[config.mk]
export PLATFORM = sky130hd
export DESIGN_NAME = sql_query_lexer
export DESIGN_NICKNAME = d
export VERILOG_FILES = /design/src/rtl/core/slq_pkg.sv /design/src/rtl/core/sql_query_lexer.sv /design/src/rtl/core/slq_front.sv /design/src/rtl/core/slq_fifo.sv /design/src/rtl/core/slq_back.sv
export SDC_FILE = /design/constraint.sdc
export NUM_CORES = 1
export LEC_CHECK = 0
export ABC_CLOCK_PERIOD_IN_PS = 16300
export CORE_ASPECT_RATIO = 0.75
export CORE_UTILIZATION = 63
export CTS_CLUSTER_DIAMETER = 100
export DETAILED_ROUTE_END_ITERATION = 16
export DONT_BUFFER_PORTS = 1
export HOLD_SLACK_MARGIN = 0.08
export PLACE_DENSITY = 0.9
export REMOVE_ABC_BUFFERS = 1
export SETUP_SLACK_MARGIN = 0.3
export SYNTH_ARGS = -nofsm -noshare
export SYNTH_HDL_FRONTEND = slang
export SYNTH_SLANG_ARGS = --single-unit
export TNS_END_PERCENT = 20
[constraint.sdc]
create_clock -name clock -period 16.3 [get_ports clock]
set_input_delay 0.815 -clock clock [delete_from_list [all_inputs] [get_ports clock]]
set_output_delay 0.815 -clock clock [all_outputs]
set_load 0.1 [all_outputs]
[src/rtl/core/slq_pkg.sv]
// Shared constants, item and queue status types, token kinds, and character classes of the SQL query lexer.
`timescale 1ns / 1ps

package slq_pkg;

   // Limits of the lexer.
   localparam int TEXT_CAP  = 256;   // a token holds at most TEXT_CAP-1 bytes
   localparam int TOKEN_CAP = 128;   // at most TOKEN_CAP-1 tokens per text
   localparam int TEXT_MAX  = 4096;  // bytes taken before the text counts as ended

   // Field and counter widths.
   localparam int BYTE_W  = 8;
   localparam int KIND_W  = 3;
   localparam int START_W = 12;
   localparam int LEN_W   = 8;
   localparam int SYM_W   = 16;
   localparam int POS_W   = $clog2(TEXT_MAX) + 1;
   localparam int CNT_W   = $clog2(TOKEN_CAP);
   localparam int RSP_W   = ((KIND_W + START_W + LEN_W + SYM_W + 7) / 8) * 8;

   // Item queue between the front and back ends.
   localparam int Q_DEPTH = 4;
   localparam int Q_AW    = $clog2(Q_DEPTH);

   // Token kinds.
   localparam logic [KIND_W-1:0] KIND_SYM = 3'd0;
   localparam logic [KIND_W-1:0] KIND_STR = 3'd1;
   localparam logic [KIND_W-1:0] KIND_NUM = 3'd2;
   localparam logic [KIND_W-1:0] KIND_ID  = 3'd3;
   localparam logic [KIND_W-1:0] KIND_END = 3'd4;

   // Characters the back end looks at directly.
   localparam logic [BYTE_W-1:0] CH_LT    = 8'h3C;
   localparam logic [BYTE_W-1:0] CH_GT    = 8'h3E;
   localparam logic [BYTE_W-1:0] CH_EQ    = 8'h3D;
   localparam logic [BYTE_W-1:0] CH_BANG  = 8'h21;
   localparam logic [BYTE_W-1:0] CH_MINUS = 8'h2D;

   // Character classes assigned by the front end.
   typedef enum logic [2:0] {
      CLS_SPACE = 3'd0,   // space, TAB, LF, VT, FF, CR
      CLS_SYM   = 3'd1,   // single-character symbols ; = ( ) , *
      CLS_QUOTE = 3'd2,   // single quote
      CLS_HOLD  = 3'd3,   // < > ! - which need one byte of lookahead
      CLS_DIGIT = 3'd4,
      CLS_IDST  = 3'd5,   // letter, underscore, dot, backslash
      CLS_OTHER = 3'd6,
      CLS_ZERO  = 3'd7    // zero byte, ends the text
   } class_type;

   typedef struct packed {
      logic [BYTE_W-1:0] text_byte;
      logic              end_of_text;
      class_type         char_class;
   } item_type;

   typedef struct packed {
      logic full;
      logic empty;
   } q_status_type;

endpackage

[src/rtl/core/sql_query_lexer.sv]
// SQL query lexer top level: byte stream in, token descriptors out.
// An accepted item is registered in the item queue, and its results in the result buffer.
// Throughput: one item per cycle while the result side is not stalled; an item that yields two
// results holds the back end until its first token is taken, since the result buffer hands out one token per cycle.
// Reset: synchronous, active high; clears the lexer state, the item queue and the result buffer.
`timescale 1ns / 1ps

module sql_query_lexer (
   input  logic                        clock,
   input  logic                        reset,
   // Input channel: one text byte or an end-of-text marker per item.
   input  logic                        req_tvalid,
   output logic                        req_tready,
   input  logic [slq_pkg::BYTE_W-1:0]  req_tdata,   // [7:0] text_byte
   input  logic                        req_tlast,   // end_of_text
   // Result channel: token descriptors, up to two per item.
   output logic                        rsp_tvalid,
   input  logic                        rsp_tready,
   output logic [slq_pkg::RSP_W-1:0]   rsp_tdata,   // [2:0] token_kind, [14:3] token_start,
                                                    // [22:15] token_length,
                                                    // [38:23] symbol_chars, [39] zero
   output logic                        rsp_tlast    // last_of_run
);
   import slq_pkg::*;

   // The front end classifies each accepted byte and pushes it into a short queue.
   // The back end pops one item per cycle whenever its result buffer will be free,
   // so a stall on the result side backs up into the queue before the input sees it.
   q_status_type  q_status;
   logic          push;
   logic          pop;
   item_type      push_item;
   item_type      pop_item;

   slq_front u_front (
      .req_tvalid (req_tvalid),
      .req_tready (req_tready),
      .req_tdata  (req_tdata),
      .req_tlast  (req_tlast),
      .q_status   (q_status),
      .push       (push),
      .push_item  (push_item)
   );

   slq_fifo u_fifo (
      .clock     (clock),
      .reset     (reset),
      .push      (push),
      .push_item (push_item),
      .pop       (pop),
      .pop_item  (pop_item),
      .q_status  (q_status)
   );

   // The back end holds the scan mode, the pending token, the byte position and the
   // token count, and produces up to two tokens per item (a flushed token followed by
   // a new symbol, or a flushed token followed by END).
   slq_back u_back (
      .clock      (clock),
      .reset      (reset),
      .q_status   (q_status),
      .q_item     (pop_item),
      .pop        (pop),
      .rsp_tvalid (rsp_tvalid),
      .rsp_tready (rsp_tready),
      .rsp_tdata  (rsp_tdata),
      .rsp_tlast  (rsp_tlast)
   );

endmodule

[src/rtl/core/slq_front.sv]
// Front end: accepts text items and tags each byte with its character class.
`timescale 1ns / 1ps

module slq_front (
   input  logic                        req_tvalid,
   output logic                        req_tready,
   input  logic [slq_pkg::BYTE_W-1:0]  req_tdata,
   input  logic                        req_tlast,
   input  slq_pkg::q_status_type       q_status,
   output logic                        push,
   output slq_pkg::item_type           push_item
);
   import slq_pkg::*;

   class_type cls;

   always_comb begin
      if (req_tdata == 8'h00) begin
         cls = CLS_ZERO;
      end else if (req_tdata inside {8'h20, [8'h09:8'h0D]}) begin
         cls = CLS_SPACE;
      end else if (req_tdata inside {8'h3B, 8'h3D, 8'h28, 8'h29, 8'h2C, 8'h2A}) begin
         cls = CLS_SYM;
      end else if (req_tdata == 8'h27) begin
         cls = CLS_QUOTE;
      end else if (req_tdata inside {CH_LT, CH_GT, CH_BANG, CH_MINUS}) begin
         cls = CLS_HOLD;
      end else if (req_tdata inside {[8'h30:8'h39]}) begin
         cls = CLS_DIGIT;
      end else if (req_tdata inside {[8'h41:8'h5A], [8'h61:8'h7A], 8'h5F, 8'h2E, 8'h5C}) begin
         cls = CLS_IDST;
      end else begin
         cls = CLS_OTHER;
      end
   end

   assign req_tready = !q_status.full;
   assign push       = req_tvalid && !q_status.full;

   assign push_item.text_byte   = req_tdata;
   assign push_item.end_of_text = req_tlast;
   assign push_item.char_class  = cls;

endmodule

[src/rtl/core/slq_fifo.sv]
// Short item queue that decouples the front end from the lexer back end.
`timescale 1ns / 1ps

module slq_fifo (
   input  logic                   clock,
   input  logic                   reset,
   input  logic                   push,
   input  slq_pkg::item_type      push_item,
   input  logic                   pop,
   output slq_pkg::item_type      pop_item,
   output slq_pkg::q_status_type  q_status
);
   import slq_pkg::*;

   item_type                 slot_ff [Q_DEPTH];
   logic [Q_AW-1:0]          wr_ptr_ff, wr_ptr_in;
   logic [Q_AW-1:0]          rd_ptr_ff, rd_ptr_in;
   logic [Q_AW:0]            count_ff, count_in;

   assign q_status.full  = (count_ff == (Q_AW+1)'(Q_DEPTH));
   assign q_status.empty = (count_ff == '0);
   assign pop_item       = slot_ff[rd_ptr_ff];

   always_comb begin
      wr_ptr_in = push ? wr_ptr_ff + Q_AW'(1) : wr_ptr_ff;
      rd_ptr_in = pop  ? rd_ptr_ff + Q_AW'(1) : rd_ptr_ff;
      count_in  = count_ff + (Q_AW+1)'(push) - (Q_AW+1)'(pop);
   end

   always_ff @(posedge clock) begin
      if (reset) begin
         wr_ptr_ff <= '0;
         rd_ptr_ff <= '0;
         count_ff  <= '0;
      end else begin
         wr_ptr_ff <= wr_ptr_in;
         rd_ptr_ff <= rd_ptr_in;
         count_ff  <= count_in;
      end
   end

   always_ff @(posedge clock) begin
      if (push) begin
         slot_ff[wr_ptr_ff] <= push_item;
      end
   end

endmodule

[src/rtl/core/slq_back.sv]
// Back end: lexer state machine, token count limit and the two-entry result buffer.
`timescale 1ns / 1ps

module slq_back (
   input  logic                         clock,
   input  logic                         reset,
   input  slq_pkg::q_status_type        q_status,
   input  slq_pkg::item_type            q_item,
   output logic                         pop,
   output logic                         rsp_tvalid,
   input  logic                         rsp_tready,
   output logic [slq_pkg::RSP_W-1:0]    rsp_tdata,
   output logic                         rsp_tlast
);
   import slq_pkg::*;

   typedef enum logic [4:0] {
      MODE_IDLE = 5'b00001,
      MODE_HELD = 5'b00010,
      MODE_STR  = 5'b00100,
      MODE_NUM  = 5'b01000,
      MODE_ID   = 5'b10000
   } mode_type;

   typedef struct packed {
      logic [KIND_W-1:0]  kind;
      logic [START_W-1:0] start;
      logic [LEN_W-1:0]   length;
      logic [SYM_W-1:0]   sym;
   } token_type;

   typedef struct packed {
      token_type tok;
      logic      last;
   } out_type;

   localparam logic [LEN_W-1:0] LEN_LIMIT = LEN_W'(TEXT_CAP - 1);
   localparam logic [CNT_W-1:0] CNT_LIMIT = CNT_W'(TOKEN_CAP - 1);
   localparam logic [POS_W-1:0] POS_LIMIT = POS_W'(TEXT_MAX);
   localparam logic             DASH_ROOM = (TEXT_CAP > 2);

   mode_type              mode_ff, mode_in;
   logic [BYTE_W-1:0]     held_ff, held_in;
   logic [START_W-1:0]    begin_ff, begin_in;
   logic [LEN_W-1:0]      len_ff, len_in;
   logic [POS_W-1:0]      pos_ff, pos_in;
   logic [CNT_W-1:0]      cnt_ff, cnt_in;
   logic                  stop_ff, stop_in;
   out_type               ob_ff [2];
   out_type               ob_in [2];
   logic [1:0]            ob_cnt_ff, ob_cnt_in;

   logic [BYTE_W-1:0]     c;
   class_type             cls;
   logic [POS_W-1:0]      nxt_pos;
   logic                  pair_hit, dash_num, len_room, dash_cut;
   logic                  a_valid, b_sym, b_end, fresh, stop_after;
   logic                  a_emit, b_emit, stop1;
   logic [CNT_W-1:0]      cnt1;
   mode_type              eff_mode;
   logic [LEN_W-1:0]      eff_len;
   token_type             a_tok, b_tok, fl_tok, pair_tok;
   logic                  fl_valid;
   logic [1:0]            n_res;
   logic                  drain;

   assign c        = q_item.text_byte;
   assign cls      = q_item.char_class;
   assign nxt_pos  = pos_ff + POS_W'(1);
   assign len_room = (len_ff < LEN_LIMIT);
   assign pair_hit = ((held_ff == CH_LT) && ((c == CH_EQ) || (c == CH_GT)))
                  || (((held_ff == CH_GT) || (held_ff == CH_BANG)) && (c == CH_EQ));
   assign dash_num = (held_ff == CH_MINUS) && (cls == CLS_DIGIT);

   assign drain = (ob_cnt_ff != 2'd0) && rsp_tready;
   assign pop   = !q_status.empty && ((ob_cnt_ff == 2'd0) || ((ob_cnt_ff == 2'd1) && rsp_tready));

   // A minus before a digit with no room left flushes as a one-byte number.
   assign dash_cut = pop && !q_item.end_of_text && !stop_ff && (cls != CLS_ZERO)
                  && (pos_ff < POS_LIMIT) && (mode_ff == MODE_HELD) && !pair_hit
                  && dash_num && !DASH_ROOM;
   assign eff_mode = dash_cut ? MODE_NUM : mode_ff;
   assign eff_len  = dash_cut ? LEN_W'(1) : len_ff;

   // Token that a flush of the current scan produces.
   always_comb begin
      fl_valid      = 1'b0;
      fl_tok.kind   = KIND_SYM;
      fl_tok.start  = begin_ff;
      fl_tok.length = eff_len;
      fl_tok.sym    = '0;
      case (eff_mode)
         MODE_HELD: begin
            fl_valid      = (held_ff != CH_BANG);
            fl_tok.length = LEN_W'(1);
            fl_tok.sym    = {held_ff, 8'h00};
         end
         MODE_STR: begin
            fl_valid    = 1'b1;
            fl_tok.kind = KIND_STR;
         end
         MODE_NUM: begin
            fl_valid    = 1'b1;
            fl_tok.kind = KIND_NUM;
         end
         MODE_ID: begin
            fl_valid    = 1'b1;
            fl_tok.kind = KIND_ID;
         end
         default: begin
            fl_valid = 1'b0;
         end
      endcase
   end

   assign pair_tok.kind   = KIND_SYM;
   assign pair_tok.start  = begin_ff;
   assign pair_tok.length = LEN_W'(2);
   assign pair_tok.sym    = {held_ff, c};

   // One item: an optional flushed or paired token, then an optional symbol or END.
   always_comb begin
      mode_in    = mode_ff;
      held_in    = held_ff;
      begin_in   = begin_ff;
      len_in     = len_ff;
      pos_in     = pos_ff;
      cnt_in     = cnt_ff;
      stop_in    = stop_ff;
      a_valid    = 1'b0;
      a_tok      = fl_tok;
      b_sym      = 1'b0;
      b_end      = 1'b0;
      fresh      = 1'b0;
      stop_after = 1'b0;

      if (pop) begin
         if (q_item.end_of_text) begin
            a_valid = fl_valid;
            b_end   = 1'b1;
         end else if (!stop_ff) begin
            if ((cls == CLS_ZERO) || (pos_ff >= POS_LIMIT)) begin
               a_valid    = fl_valid;
               mode_in    = MODE_IDLE;
               stop_after = 1'b1;
            end else begin
               pos_in = nxt_pos;
               case (mode_ff)
                  MODE_HELD: begin
                     if (pair_hit) begin
                        a_valid = 1'b1;
                        a_tok   = pair_tok;
                        mode_in = MODE_IDLE;
                     end else if (dash_num && DASH_ROOM) begin
                        mode_in = MODE_NUM;
                        len_in  = LEN_W'(2);
                     end else begin
                        a_valid = fl_valid;
                        fresh   = 1'b1;
                     end
                  end
                  MODE_NUM: begin
                     if ((cls == CLS_DIGIT) && len_room) begin
                        len_in = len_ff + LEN_W'(1);
                     end else begin
                        a_valid = fl_valid;
                        fresh   = 1'b1;
                     end
                  end
                  MODE_ID: begin
                     if (((cls == CLS_IDST) || (cls == CLS_DIGIT)) && len_room) begin
                        len_in = len_ff + LEN_W'(1);
                     end else begin
                        a_valid = fl_valid;
                        fresh   = 1'b1;
                     end
                  end
                  MODE_STR: begin
                     if (cls == CLS_QUOTE) begin
                        a_valid = 1'b1;
                        mode_in = MODE_IDLE;
                     end else if (len_room) begin
                        len_in = len_ff + LEN_W'(1);
                     end else begin
                        a_valid = 1'b1;
                        fresh   = 1'b1;
                     end
                  end
                  default: begin
                     fresh = 1'b1;
                  end
               endcase
            end
         end
      end

      // Count limit on the first token.
      a_emit = a_valid && !stop_ff && (cnt_ff < CNT_LIMIT);
      cnt1   = a_emit ? cnt_ff + CNT_W'(1) : cnt_ff;
      stop1  = stop_ff || (a_valid && (cnt_ff >= CNT_LIMIT)) || (a_emit && (cnt1 >= CNT_LIMIT));

      // Start of a fresh token on the current byte.
      if (fresh) begin
         mode_in = MODE_IDLE;
         if (!stop1) begin
            case (cls)
               CLS_SYM: begin
                  b_sym = 1'b1;
               end
               CLS_QUOTE: begin
                  mode_in  = MODE_STR;
                  begin_in = nxt_pos[START_W-1:0];
                  len_in   = '0;
               end
               CLS_HOLD: begin
                  mode_in  = MODE_HELD;
                  held_in  = c;
                  begin_in = pos_ff[START_W-1:0];
               end
               CLS_DIGIT: begin
                  mode_in  = MODE_NUM;
                  begin_in = pos_ff[START_W-1:0];
                  len_in   = LEN_W'(1);
               end
               CLS_IDST: begin
                  mode_in  = MODE_ID;
                  begin_in = pos_ff[START_W-1:0];
                  len_in   = LEN_W'(1);
               end
               default: begin
                  mode_in = MODE_IDLE;
               end
            endcase
         end
      end

      b_emit = b_sym && !stop1 && (cnt1 < CNT_LIMIT);
      cnt_in = b_emit ? cnt1 + CNT_W'(1) : cnt1;
      stop_in = stop1 || (b_sym && !stop1 && (cnt1 >= CNT_LIMIT))
             || (b_emit && (cnt_in >= CNT_LIMIT)) || stop_after;

      if (b_end) begin
         b_tok.kind   = KIND_END;
         b_tok.start  = pos_ff[START_W-1:0];
         b_tok.length = '0;
         b_tok.sym    = '0;
      end else begin
         b_tok.kind   = KIND_SYM;
         b_tok.start  = pos_ff[START_W-1:0];
         b_tok.length = LEN_W'(1);
         b_tok.sym    = {c, 8'h00};
      end

      // An end item restores the reset state.
      if (b_end) begin
         mode_in  = MODE_IDLE;
         held_in  = '0;
         begin_in = '0;
         len_in   = '0;
         pos_in   = '0;
         cnt_in   = '0;
         stop_in  = 1'b0;
      end
   end

   // Result buffer: two entries, refilled only when it will be empty.
   always_comb begin
      n_res     = 2'(a_emit) + 2'(b_emit || b_end);
      ob_in[0]  = ob_ff[0];
      ob_in[1]  = ob_ff[1];
      ob_cnt_in = ob_cnt_ff;
      if (pop) begin
         ob_in[0].tok  = a_emit ? a_tok : b_tok;
         ob_in[0].last = (n_res == 2'd1);
         ob_in[1].tok  = b_tok;
         ob_in[1].last = 1'b1;
         ob_cnt_in     = n_res;
      end else if (drain) begin
         ob_in[0]  = ob_ff[1];
         ob_cnt_in = ob_cnt_ff - 2'd1;
      end
   end

   always_ff @(posedge clock) begin
      if (reset) begin
         mode_ff   <= MODE_IDLE;
         held_ff   <= '0;
         begin_ff  <= '0;
         len_ff    <= '0;
         pos_ff    <= '0;
         cnt_ff    <= '0;
         stop_ff   <= 1'b0;
         ob_cnt_ff <= '0;
      end else begin
         mode_ff   <= mode_in;
         held_ff   <= held_in;
         begin_ff  <= begin_in;
         len_ff    <= len_in;
         pos_ff    <= pos_in;
         cnt_ff    <= cnt_in;
         stop_ff   <= stop_in;
         ob_cnt_ff <= ob_cnt_in;
      end
   end

   always_ff @(posedge clock) begin
      ob_ff[0] <= ob_in[0];
      ob_ff[1] <= ob_in[1];
   end

   assign rsp_tvalid = (ob_cnt_ff != 2'd0);
   assign rsp_tdata  = {{(RSP_W - KIND_W - START_W - LEN_W - SYM_W){1'b0}},
                        ob_ff[0].tok.sym, ob_ff[0].tok.length,
                        ob_ff[0].tok.start, ob_ff[0].tok.kind};
   assign rsp_tlast  = ob_ff[0].last;

endmodule
=== After elaboration in Yosys (flattened, before gate mapping) ===
Memory sizes are Yosys's and may differ from the RTL's. A register that Yosys moved wholly into a read port is not among the register bits.
Index checks and enable logic that the tools add are counted.

* $add $sub $neg: 10
* Order comparisons: 15
* Equal/unequal tests: 39
* Multiplexer cells: 84
* Bitwise operators: 4
* Reductions and logical operators: 57

{| class="wikitable"
|+ Operators by type and width
! kind !! count
|-
| $mux 39 || 7
|-
| $eq 8x6->1 const B || 19
|-
| $mux 40 || 3
|-
| $mux 8 || 12
|-
| $mux 5 || 9
|-
| $pmux 8 s4 || 1
|-
| $mux 1 || 30
|-
| $mux 24 || 1
|-
| $pmux 12 s2 || 1
|-
| $ge 7x7->1 const B || 3
|-
| $logic_and 1x1->1 || 21
|-
| $pmux 5 s4 || 1
|-
| $mux 3 || 6
|-
| $eq 8x7->1 const B || 2
|-
| $ge 8x7->1 const B || 2
|-
| $le 8x7->1 const B || 2
|-
| $pmux 8 s2 || 1
|-
| $add 7x1->7 const B || 2
|-
| $lt 7x7->1 const B || 2
|-
| $mux 7 || 2
|-
| $add 13x1->13 const B || 1
|-
| $ge 13x13->1 const B || 1
|-
| $eq 3x3->1 const B || 4
|-
| $logic_or 1x1->1 || 12
|-
| other kinds (42) || 64
|}

* Register bits: 63
* Bits in writable memories: 128
* Input bits: 13
* Output and inout port bits: 43
* Word-level logic and storage cells: 222
* Memories: 2

{| class="wikitable"
|+ Memories
! memory !! depth !! bits a word !! rd ports !! clocked after Yosys merged registers in !! wr ports !! line !! source
|-
| u_back.ob_ff || 2 || 40 || 2 || 0 || 2 || slq_back.sv:49 || <nowiki>out_type ob_ff [2];</nowiki>
|-
| u_fifo.slot_ff || 4 || 12 || 1 || 1 || 1 || slq_fifo.sv:15 || <nowiki>item_type slot_ff [Q_DEPTH];</nowiki>
|}

=== Depth between registers and ports, before layout ===
* Depth after elaboration: 25
* Depth in mapped cells: 26
* Mapped depth without buffers: 25

=== Cells and area by module ===
Synthesis repeated with hierarchy kept, for this count alone.

* Cells, all modules: 876
* Area total of the unflattened synthesis: 9,100.0 um^2

{| class="wikitable"
|+ Modules (own cells, without submodules)
! module !! times used !! cells each !! area each (um^2) !! seq. area each (um^2)
|-
| slq_back || 1 || 717 || 6,548.8 || 2,982.9
|-
| slq_fifo || 1 || 104 || 2,174.6 || 1,621.6
|-
| slq_front || 1 || 55 || 376.6 || 0.0
|}

=== Worst setup path before layout ===
OpenSTA, ideal clock, no wires.

* Path kind: register to register
* From: register (tool-made name)
* To: register u_back.ob_cnt_ff[0]
* Library setup time: 128 ps
* Arrival time: 4,991 ps
* Data required time: 16,172 ps
* Slack: 11,181 ps
* Cell stages (with the launch flop): 23
* Buffers on the path: 4
* Clock period less this slack: 5,119 ps
* Path through: dfxtp_1 > buf_6 > mux4_2 > buf_6 > nor4_4 > a21oi_1 > a221oi_2 > nand3_2 > nand2_1 > buf_2 > xnor2_1 > ha_1 > buf_1 > a21oi_1 > o21ai_0 > nand3_2 > nor3b_2 > o21ai_1 > nand2_1 > ha_1 > or3_1 > a31oi_1 > nor2_1

{| class="wikitable"
|+ RTL lines
! element !! line !! source
|-
| end signal, assigned || slq_back.sv:302 || <nowiki>ob_cnt_ff <= ob_cnt_in;</nowiki>
|-
| end, declared || slq_back.sv:51 || <nowiki>logic [1:0] ob_cnt_ff, ob_cnt_in;</nowiki>
|}

==> results.cfg <==
[final_layout]
drive_gt1_share_pct = 10.4
finalInstanceArea_sq_um = 9280
diodes = 0
multi_input_area_sq_um = 3810
area_delta_synth_final_pct = 3.60
final_common_cell = edfxtp_1
stdcell_count = 970
nFillCells = 1006
regArea_sq_um = 4600
fin_nets = 809
final_cell_mix = edfxtp_1, nor2_1, nand2_1

[synth]
synthArstFlopShare_pct = 0
synth.distinct_cells = 87
ys_ff_latch = 175
yosys_warnings = 0
syn_area_sq_um = 8960
avgSynthCellArea_sq_um = 10.7
syn_inst = 838
synth_edf_count = 110
synth_seq_area_share_pct = 51.4
synth_flop_cell = edfxtp_1

[routing]
drtIter0Drc = 725
vias_per_cell = 6.47
routedWlPerCell_um = 19.4
drc = 0
first_pass_iters = 5
ant_nets = 0
vias = 6273
wirelength_mm = 18.8

[clock_tree]
cts_setup_buffers = 0
clk_path_buf_depth = 2
cts_tree = built
cts_root_buf = clkbuf_16
cts_buffers = 17
hold_buffers = 0
htreeDepth = 4
cts.sinks = 175
cts_resized = 0
clkTransAtPathRegs_ns = 0.07
clkLatencyLatePin_ns = 0.43

[worst_setup_path]
endpoint_kind = flip-flop
worstSetupPathType = flip-flop to flip-flop
cp.required_ns = 16.62
critPathLaunchType = flip-flop
worst-r2r-setup-slack_ns = 9.69
cp.arrival_ns = 6.93
cp_max_fo = 35

[power]
total_power_w = 0.00183
vdd_drop_max_mv = 0.143
p_per_area_nw_per_um2 = 197
p_leak_nw = 3.31

[timing]
setup_slack_ns = 9.69
fin_skew_ns = 0.0101
rsz0062_at_grt = false
finalMaxSlewViolations = 0
max_freq_mhz = 151
slew_headroom_pct = 20.2
tightest_slew_ns = 1.20
setup-violations-final = 0
fin_crit_sh_pct = 40.5
final_hold_viol_count = 0
period_needed_ns = 6.61
setup_tns_ns = 0

[die]
core_area_sq_um = 13800
core.rowCount = 37
die_height_um = 105
dieWidth_um = 140
initial_utilization_pct = 64.9
pin_count = 56
die-area_sq_um = 14700

[placement]
pre_cts_slack_ns = 9.74
placedInstanceArea_sq_um = 8720
io_buffers = 0
place_congestion = 0.987
dp_cells = 938
dp_hpwl_mm = 12.2

[worst_hold_path]
worstHoldPathType = input port to flip-flop

[global_routing]
grtUsageTotal_pct = 26.4
grt_overflow = 0
grt_pass1_wl_mm = 30.0
grt_pass1_vias = 5893
grt_max_degree = 51
antenna_found_initial = 0

[job]
max_cap_violations = 0

[outcome]
status = finished, final reports clean
path summary, 6_finish.rpt:
check | cells after the start | start | endpoint
max | 22 | flip-flop | u_back.ob_cnt_ff[0]$_SDFFE_PP0P_
min reg2reg | 2 | u_fifo.wr_ptr_ff[1]$_SDFFE_PP0P_ | u_fifo.wr_ptr_ff[1]$_SDFFE_PP0P_
max reg2reg | 22 | flip-flop | u_back.ob_cnt_ff[0]$_SDFFE_PP0P_
min | 1 | reset | u_fifo.count_ff[1]$_SDFF_PP0_
through the flow:
step	utilization, %	hold WS [ns]
after CTS	67.3	0.430
after global placement	63.2	0.474
final	67.3	0.442
after floorplan	-	0.457
after detailed placement	63.2	0.481
after global routing	67.3	0.433
cell usage after synthesis (all sizes together) (18+ instances only):
cell,count,area (sq um)
o21ai,38,198
xnor2,20,175
clkbuf,29,109
and3,28,180
nand2,90,338
buf,53,400
dfxtp,65,1300
nor2,95,357
a31oi,18,119
edfxtp,110,3300
a21oi,37,189
mux2i,23,230
final cells by class:
| cell class | instances | share of cell area [%] |
|---|---|---|
| flip-flops and latches | 175 | 49.6 |
| multi-input cells | 569 | 41.1 |
| well taps | 175 | 2.36 |
| clock inverters | 13 | 1.11 |
| clock buffers | 19 | 4.89 |
| inverters | 14 | 0.566 |
| repair buffers | 5 | 0.404 |
layer usage:
metal	GRT usage [%]	share of wire, %	vias to the layer above
met5	0	0	-
met4	9.18	2.0	0
met3	5.32	7.9	39
met2	40.5	45	326
met1	37.6	45	3004
li1	-	-	2904
report_power, final:
group / internal, W / switching (W) / leakage, nW / total [W]
registers: 0.000627 / 0.000425 / 1.59 / 0.00105
clock network: 0.000207 / 0.000177 / 0.274 / 0.000385
logic: 0.000122 / 0.000269 / 1.45 / 0.000392
total: 0.000957 / 0.000872 / 3.31 / 0.00183
sequential cells by signal, summed over array words and instances (netlist names), named ones only:
| name | flops |
|---|---|
| u_fifo.rd_ptr_ff | 2 |
| u_back.cnt_ff | 7 |
| u_fifo.wr_ptr_ff | 2 |
| u_back.eff_mode | 5 |
| u_back.begin_ff | 12 |
| u_back.ob_cnt_ff | 2 |
| u_back.stop_ff | 1 |
| u_fifo.slot_ff | 48 |
| u_back.ob_ff | 62 |
| u_fifo.count_ff | 3 |
| u_back.pos_ff | 13 |
| u_back.eff_len | 8 |
| u_back.held_ff | 8 |
cells by family (layout without fill, tap and decap cells):
logic type / count (synthesis) / in the layout / share of synthesized area [%]
compound gates: 153 / 153 / 12.6
xor+xnor: 36 / 36 / 3.52
fa+ha+maj: 14 / 14 / 2.04
buf+inv: 96 / 51 / 6.27
flops: 175 / 175 / 51.4
mux: 36 / 36 / 5.71
other cells: 1 / 3 / 0.0419
simple gates: 327 / 327 / 18.4
critical path, stage by stage, from the launching register on:
cell and delay, ns:
dfxtp_1 0.82, mux4_2 0.66, or4_1 0.48, nor2b_1 0.14
buf_4 0.25, nand2b_2 0.13, a21boi_2 0.36, nand2_1 0.10
buf_4 0.23, inv_2 0.52, nand2_1 0.13, nand2_1 0.12
ha_1 0.33, a21oi_1 0.10, o21ai_0 0.21, nand3_2 0.22
nor3b_2 0.25, o21ai_1 0.34, nand2_1 0.11, ha_1 0.31
or3_1 0.39, a31oi_1 0.22, nor2_1 0.06
Power figures use the tool's default switching activity.
